$ cat config.mk
export PLATFORM = sky130hd
export DESIGN_NAME = text_prompt_normalizer_top
export DESIGN_NICKNAME = d
export VERILOG_FILES = /design/src/tpn_pkg.sv /design/src/tpn_decode.sv /design/src/text_prompt_normalizer_top.sv
export SDC_FILE = /design/constraint.sdc
export NUM_CORES = 1
export LEC_CHECK = 0
export BUFFER_PORTS_ARGS = -buffer_cell sky130_fd_sc_hd__buf_2
export CORE_UTILIZATION = 55
export DETAILED_ROUTE_END_ITERATION = 8
export MAX_ROUTING_LAYER = met4
export PLACE_DENSITY = 0.8
export SLEW_MARGIN = 20
export SYNTH_ARGS = -nofsm -noshare
export SYNTH_HDL_FRONTEND = slang
export SYNTH_SLANG_ARGS = --single-unit
$ cat constraint.sdc
create_clock -name clk -period 5.5 [get_ports clk]
set_input_delay 0.825 -clock clk [delete_from_list [all_inputs] [get_ports clk]]
set_output_delay 0.825 -clock clk [all_outputs]
set_load 0.02 [all_outputs]
$ cat src/tpn_pkg.sv
// ----------------------------------------------------------------------------
// tpn_pkg
// Shared types, character codes and helpers for the text prompt normalizer.
// ----------------------------------------------------------------------------
package tpn_pkg;

	localparam logic [7:0] CH_SPACE = 8'h20;
	localparam logic [7:0] CH_DEL   = 8'h7F;
	localparam logic [7:0] CH_QUOTE = 8'h22;
	localparam logic [7:0] CH_COMMA = 8'h2C;
	localparam logic [7:0] CH_DOT   = 8'h2E;
	localparam logic [7:0] CH_QMARK = 8'h3F;
	localparam logic [7:0] CH_EXCL  = 8'h21;
	localparam logic [7:0] CH_COLON = 8'h3A;
	localparam logic [7:0] CH_SEMI  = 8'h3B;
	localparam logic [7:0] CH_NUL   = 8'h00;

	localparam logic [1:0] DOT_RUN_MAX = 2'd3;

	// result slots of one item, in emission order
	localparam int SLOT_SPACE  = 0;
	localparam int SLOT_BYTE   = 1;
	localparam int SLOT_MARKER = 2;
	localparam int NUM_SLOTS   = 3;

	typedef struct packed {
		logic       space_pending;
		logic       output_started;
		logic [7:0] prev_char;
		logic [1:0] dot_run;
	} tpn_state_t;

	typedef struct packed {
		logic [NUM_SLOTS-1:0] valid;
		logic [7:0]           byte_val;
	} tpn_slots_t;

	localparam tpn_state_t STATE_RESET = '{
		space_pending:  1'b0,
		output_started: 1'b0,
		prev_char:      CH_NUL,
		dot_run:        2'd0
	};

	function automatic logic is_punct(input logic [7:0] c);
		return (c == CH_COMMA) || (c == CH_DOT) || (c == CH_QMARK) ||
		       (c == CH_EXCL) || (c == CH_COLON) || (c == CH_SEMI);
	endfunction

endpackage

$ cat src/tpn_decode.sv
// ----------------------------------------------------------------------------
// tpn_decode
// Classifies one byte against the current state: which result slots it
// fills and the state left once all of its results are out.
// ----------------------------------------------------------------------------
module tpn_decode (
	input  logic [7:0]          in_byte,
	input  logic                end_of_text,
	input  tpn_pkg::tpn_state_t cur,
	output tpn_pkg::tpn_slots_t slots,
	output tpn_pkg::tpn_state_t nxt
);

	logic drop_ctl;
	logic is_space;
	logic is_pun;
	logic dup_drop;
	logic emit_byte;
	logic emit_space;

	always_comb begin
		drop_ctl = (in_byte < tpn_pkg::CH_SPACE) || (in_byte == tpn_pkg::CH_DEL) ||
		           (in_byte == tpn_pkg::CH_QUOTE);
		is_space = (in_byte == tpn_pkg::CH_SPACE);
		is_pun   = tpn_pkg::is_punct(in_byte);
		dup_drop = (((in_byte == tpn_pkg::CH_QMARK) || (in_byte == tpn_pkg::CH_EXCL)) &&
		            cur.output_started && (cur.prev_char == in_byte)) ||
		           ((in_byte == tpn_pkg::CH_DOT) && (cur.dot_run == tpn_pkg::DOT_RUN_MAX));

		emit_byte  = 1'b0;
		emit_space = 1'b0;
		nxt        = cur;

		if (drop_ctl) begin
			// drop
		end else if (is_space) begin
			nxt.space_pending = cur.output_started;
		end else if (is_pun) begin
			emit_byte         = !dup_drop;
			nxt.space_pending = 1'b1;
		end else begin
			emit_space        = cur.space_pending && cur.output_started;
			emit_byte         = 1'b1;
			nxt.space_pending = 1'b0;
		end

		// the byte is the last emitted either way, so it alone sets history
		if (emit_byte) begin
			nxt.output_started = 1'b1;
			nxt.prev_char      = in_byte;
			if (in_byte == tpn_pkg::CH_DOT) begin
				if (cur.dot_run != tpn_pkg::DOT_RUN_MAX) begin
					nxt.dot_run = cur.dot_run + 2'd1;
				end
			end else begin
				nxt.dot_run = 2'd0;
			end
		end

		if (end_of_text) begin
			nxt = tpn_pkg::STATE_RESET;
		end

		slots.valid[tpn_pkg::SLOT_SPACE]  = emit_space;
		slots.valid[tpn_pkg::SLOT_BYTE]   = emit_byte;
		slots.valid[tpn_pkg::SLOT_MARKER] = end_of_text;
		slots.byte_val                    = in_byte;
	end

endmodule

$ cat src/text_prompt_normalizer_top.sv
// ----------------------------------------------------------------------------
// text_prompt_normalizer_top
// Streaming text normalizer: filters raw text bytes into normalized bytes.
// ----------------------------------------------------------------------------
// Usage:
//   Slave channel s_*: one raw byte per item in s_tdata, s_tlast marks the
//   final byte of a text. Master channel m_*: one result per item; m_tdata
//   is the output byte, m_tuser flags the end-of-text marker (byte zero),
//   m_tlast marks the final result caused by one input byte.
//   An accepted byte sits in an input register; each cycle the output
//   register is free, the next of its up to three results (deferred space,
//   byte, marker) moves into the output register. Plain text runs at one
//   byte per cycle while the receiver keeps up; a byte with a deferred space
//   or at end of text holds the input until its results are out. Normalizer
//   state (pending space, last byte, dot run) updates when the byte's last
//   result is loaded, or when the byte has no results at all.
//   When the receiver stalls, the output register holds and the input
//   register fills; s_tready drops once both are occupied.
//   Reset clears all valid flags and the normalizer state.
// ----------------------------------------------------------------------------
module text_prompt_normalizer_top (
	input  logic       clk,
	input  logic       arst_n,
	input  logic       s_tvalid,
	output logic       s_tready,
	input  logic [7:0] s_tdata,   // [7:0] in_byte
	input  logic       s_tlast,   // end_of_text
	output logic       m_tvalid,
	input  logic       m_tready,
	output logic [7:0] m_tdata,   // [7:0] out_byte
	output logic       m_tuser,   // end_mark
	output logic       m_tlast    // last_of_run
);

	localparam int NS = tpn_pkg::NUM_SLOTS;

	logic                valid_s1;
	logic [7:0]          byte_s1;
	logic                eot_s1;
	logic [NS-1:0]       sent_q;
	tpn_pkg::tpn_state_t state_q;

	tpn_pkg::tpn_slots_t slots;
	tpn_pkg::tpn_state_t state_nxt;

	logic [NS-1:0] remaining;
	logic [NS-1:0] pick;
	logic          pick_last;
	logic          out_free;
	logic          load_out;
	logic          done_s1;
	logic          accept_in;

	logic       m_valid_q;
	logic [7:0] m_data_q;
	logic       m_user_q;
	logic       m_last_q;

	tpn_decode u_decode (
		.in_byte     (byte_s1),
		.end_of_text (eot_s1),
		.cur         (state_q),
		.slots       (slots),
		.nxt         (state_nxt)
	);

	always_comb begin
		remaining = valid_s1 ? (slots.valid & ~sent_q) : '0;
		pick      = remaining & (~remaining + NS'(1));
		pick_last = ((remaining & ~pick) == '0);
		out_free  = !m_valid_q || m_tready;
		load_out  = out_free && (remaining != '0);
		// an item with nothing left to send retires without the output side
		done_s1   = valid_s1 && ((remaining == '0) || (load_out && pick_last));
		s_tready  = !valid_s1 || done_s1;
		accept_in = s_tvalid && s_tready;
	end

	always_ff @(posedge clk or negedge arst_n) begin
		if (!arst_n) begin
			valid_s1 <= 1'b0;
			sent_q   <= '0;
			state_q  <= tpn_pkg::STATE_RESET;
		end else begin
			if (done_s1) begin
				state_q <= state_nxt;
			end
			if (accept_in) begin
				valid_s1 <= 1'b1;
				sent_q   <= '0;
			end else if (done_s1) begin
				valid_s1 <= 1'b0;
				sent_q   <= '0;
			end else if (load_out) begin
				sent_q <= sent_q | pick;
			end
		end
	end

	always_ff @(posedge clk) begin
		if (accept_in) begin
			byte_s1 <= s_tdata;
			eot_s1  <= s_tlast;
		end
	end

	always_ff @(posedge clk or negedge arst_n) begin
		if (!arst_n) begin
			m_valid_q <= 1'b0;
		end else if (out_free) begin
			m_valid_q <= load_out;
		end
	end

	always_ff @(posedge clk) begin
		if (load_out) begin
			m_last_q <= pick_last;
			m_user_q <= pick[tpn_pkg::SLOT_MARKER];
			if (pick[tpn_pkg::SLOT_SPACE]) begin
				m_data_q <= tpn_pkg::CH_SPACE;
			end else if (pick[tpn_pkg::SLOT_BYTE]) begin
				m_data_q <= slots.byte_val;
			end else begin
				m_data_q <= tpn_pkg::CH_NUL;
			end
		end
	end

	assign m_tvalid = m_valid_q;
	assign m_tdata  = m_data_q;
	assign m_tuser  = m_user_q;
	assign m_tlast  = m_last_q;

	// the end marker is always the final result of its byte and carries zero
	a_marker_last: assert property (@(posedge clk) disable iff (!arst_n)
		(m_tvalid && m_tuser) |-> (m_tlast && (m_tdata == tpn_pkg::CH_NUL)))
		else $error("end marker not last or nonzero");

	// an empty input register never blocks the slave side
	a_ready_empty: assert property (@(posedge clk) disable iff (!arst_n)
		!valid_s1 |-> s_tready)
		else $error("s_tready low with empty input register");

	// a fresh item starts with no slot sent
	a_fresh_item: assert property (@(posedge clk) disable iff (!arst_n)
		accept_in |=> (valid_s1 && (sent_q == '0)))
		else $error("accepted item not loaded cleanly");

	// the output register only changes when it was free
	a_out_hold: assert property (@(posedge clk) disable iff (!arst_n)
		(m_tvalid && !m_tready) |=> (m_tvalid && $stable(m_tdata) && $stable(m_tlast)))
		else $error("stalled result changed");

endmodule
==> results by group <==
Floorplanning
  – Die H: around 60 µm
  – Initial Util: 0.594
  – I/O pin count: 25
  – Core region area: between 3000 and 4000 µm²
  – Row cnt: 20
  – DIE AREA: between 3000 and 4000 µm²
  – Die W: 60.1 µm

Yosys
  – Synthesized area: about 1900 µm²
  – Distinct cells, synth: 45
  – Synth top area share: 0.307
  – Post-synth EDFFs: 19
  – Syn_area_per_cell: ~11 µm²
  – Synth Flop Type: edfxtp_1
  – Synth area leader: edfxtp_1
  – Synth Net Count: between 150 and 200
  – Register area share after synthesis: 0.536
  – Synth Register Bits: 36
  – Yosys warns: 0
  – Synth top area cells: edfxtp_1 (31%), dfrtp_1 (23%), and2_1 (3.7%)
  – Synthesized netlist cell count: approximately 170
  – Asr flop ratio synth: 0.472

Hold path
  – Hold/Removal Path Class: input port to asynchronous set/reset pin

Placed design
  – Pre-CTS setup slack: between 2000 and 2500 ps
  – Detail Placement HPWL: about 2800 µm
  – Port Buffers: 24
  – Final GP Congestion: approximately 0.95

Detailed routing
  – Final ANT Viol Nets: 0
  – Met1 Wirelength: 1770 µm
  – Met2 wire len: 1800 µm
  – WL per Instance: between 15 and 20 µm
  – Post-Route WL: roughly 3900 µm
  – Vias/cell: ~6.1
  – DRC viols: 0
  – Via count: around 1500
  – Met3 wire len: around 250 µm
  – 1st-iter DRT viols: a little under 100
  – Top Layer Used: met4
  – First-pass iteration count of the detailed router: 4

Pwr
  – Comb pwr share: 0.459
  – Leakage power: between 0.8 and 0.9 nW
  – Clock power frac: 0.124
  – Int Pwr: between 0.0006 and 0.0007 W
  – P_sw: 0.000517 W
  – Peak VDD IR: ~0.34 mV
  – Reg power frac: 0.416
  – Sw Share: 0.441
  – Pwr Density: roughly 570 nW/µm²

Critical path
  – CP endpoint kind: output port
  – CP arrival: 2650 ps
  – Setup crit start kind: flop
  – Worst Path Max Fanout: 12
  – Worst path required time: 4680 ps
  – WS Path Type: flop to output port

STA
  – Max Transition Viols Final: 0
  – Min setup slack post-route: slightly above 2000 ps
  – Fin Clk Skew: about 3.2 ps
  – Setup violators final: 0
  – Worst slew margin: 0.416
  – Hold Fails Final Rpt: 0
  – RSZ-0062 raised after global routing: no
  – Crit share post-route: 0.631
  – Min Tclk post-route: about 3500 ps
  – Worst Tran Pin Value: 876 ps
  – Setup TNS: 0 ps
  – FMAX: about 0.29 GHz

Global routing
  – Global-route wire length before repair: around 6400 µm
  – Remaining global-route overflow: 0
  – Vias in the first global route: about 1400
  – GRT Total Usage: 0.255
  – Initial antenna violation count: 0
  – Largest net degree at the start of global routing: 18

CTS
  – Cts hold-fix bufs: 0
  – Post-CTS Setup Bufs: 0
  – Resized Gates After CTS: 0
  – Root Buffer Master: clkbuf_4
  – H-tree depth: 2
  – Clock-pin slew on the worst setup and hold paths: roughly 100 ps
  – Maximum root-to-sink buffer count: 2
  – Worst-Skew Late Latency: around 340 ps
  – TritonCTS clock tree: done
  – Sink Count: 36
  – CTS Buf Count: 5

Run status
  – Outcome: finished clean

Finish
  – Nets: 211
  – Area grow syn2layout: 10.7%
  – Utilization after layout: 0.657
  – Fillers: around 240
  – Share of layout cells above drive strength 1: 0.197
  – Ant. Diodes: 0

Flow run
  – MaxCap Viol Count: 0
[cells in the final DEF (no fill, tap or decap), types with 2 or more instances in the layout]
cell type	n
clkbuf_1	2
buf_2	24
xor2_1	4
nand3_2	4
nand3_1	13
nand2_1	12
dfrtp_1	17
nor3_1	7
a31oi_1	4
o211ai_1	8
nor2_1	3
o2111ai_1	2
edfxtp_1	19
nand2b_1	4
and2_1	11
o21ai_0	4
nor2b_1	2
o2111a_1	2
nor4_1	3
inv_1	11
nand4_1	10
clkbuf_4	5
a21oi_1	4
[cell usage after synthesis (all sizes together), types with 2 or more instances]
| master | count |
|---|---|
| clkbuf | 2 |
| nor3 | 7 |
| nand4 | 10 |
| o211ai | 9 |
| inv | 11 |
| o2111a | 2 |
| nor2 | 3 |
| a21oi | 4 |
| nor2b | 2 |
| and2 | 12 |
| edfxtp | 19 |
| nand2 | 12 |
| nand2b | 4 |
| o21ai | 5 |
| a21boi | 2 |
| o2111ai | 2 |
| a31oi | 4 |
| dfrtp | 17 |
| nor4 | 3 |
| nand4b | 2 |
| buf | 3 |
| nand3 | 17 |
| xor2 | 4 |
[state kept, by name (all words and copies together) (netlist names)]
name	cells
byte_s1	8
eot_s1	1
m_tdata	8
m_tlast	1
m_tuser	1
m_tvalid	1
sent_q	3
state_q	12
valid_s1	1
[per-layer routing]
metal  global-route usage  vias up
met5                    -        -
met1                0.328      704
met2                0.370       64
li1                     -      703
met4                0.120        0
met3               0.0714        6
[critical path: stages (launching register included)]
cell and delay [ps]:
edfxtp_1 520, nor4_1 140, o21bai_1 180, a32oi_1 330, nand4b_2 360, o21ai_0 420, nand2_1 160, buf_2 190
[worst paths after layout]
check / start / to / slack, ps / depth (start not counted)
worst max register to register: byte_s1[4] / m_tdata[4] / 2620 / 6
min in group clk: state_q[11] / state_q[11] / 540 / 2
worst min-delay path: arst_n / m_tvalid / 390 / 1
worst max-delay path: byte_s1[4] / s_tready / 2030 / 7
worst min register to register: state_q[11] / state_q[11] / 540 / 2
max in group asynchronous: arst_n / state_q[3] / 4840 / 1
[kinds of logic after synthesis]
logic type,share of synthesized area
AOI/OAI and AO/OA,0.148
xor gates and xnor gates,0.0189
adders and majority gates,0.0121
buffers and inverters,0.0411
DFF,0.536
muxes,0.00539
and+or+nand+nor,0.239
[power by group through the flow]
stage                     Sequential (W)  Combinational [W]  Clock [W]
after floorplan                 0.000516           0.000372          0
after global routing            0.000501           0.000593   0.000160
final                           0.000488           0.000539   0.000146
after CTS                       0.000486           0.000538   0.000150
after global placement          0.000489           0.000521          0
after detailed placement        0.000492           0.000535          0
[metrics by stage]
stage               total power (W)  cells  instance area (µm²)  hold WS [ps]
floorplan                  0.000888    171                 1860           490
global placement            0.00101    234                 2000           525
detailed placement          0.00103    234                 2000           535
CTS                         0.00117    242                 2060           394
global route                0.00125    242                 2060           404
finish                      0.00117    242                 2060           385
[final cells by class]
type / count / area (µm²) / area share
Clock buffer: 8 / 58.8 / 0.0286
Inverter: 11 / 41.3 / 0.0201
Multi-Input combinational cell: 119 / 785 / 0.382
Sequential cell: 36 / 996 / 0.484
Tap cell: 44 / 55.1 / 0.0268
Timing Repair Buffer: 24 / 120 / 0.0584
No activity file was read; power rests on OpenSTA's default activity.
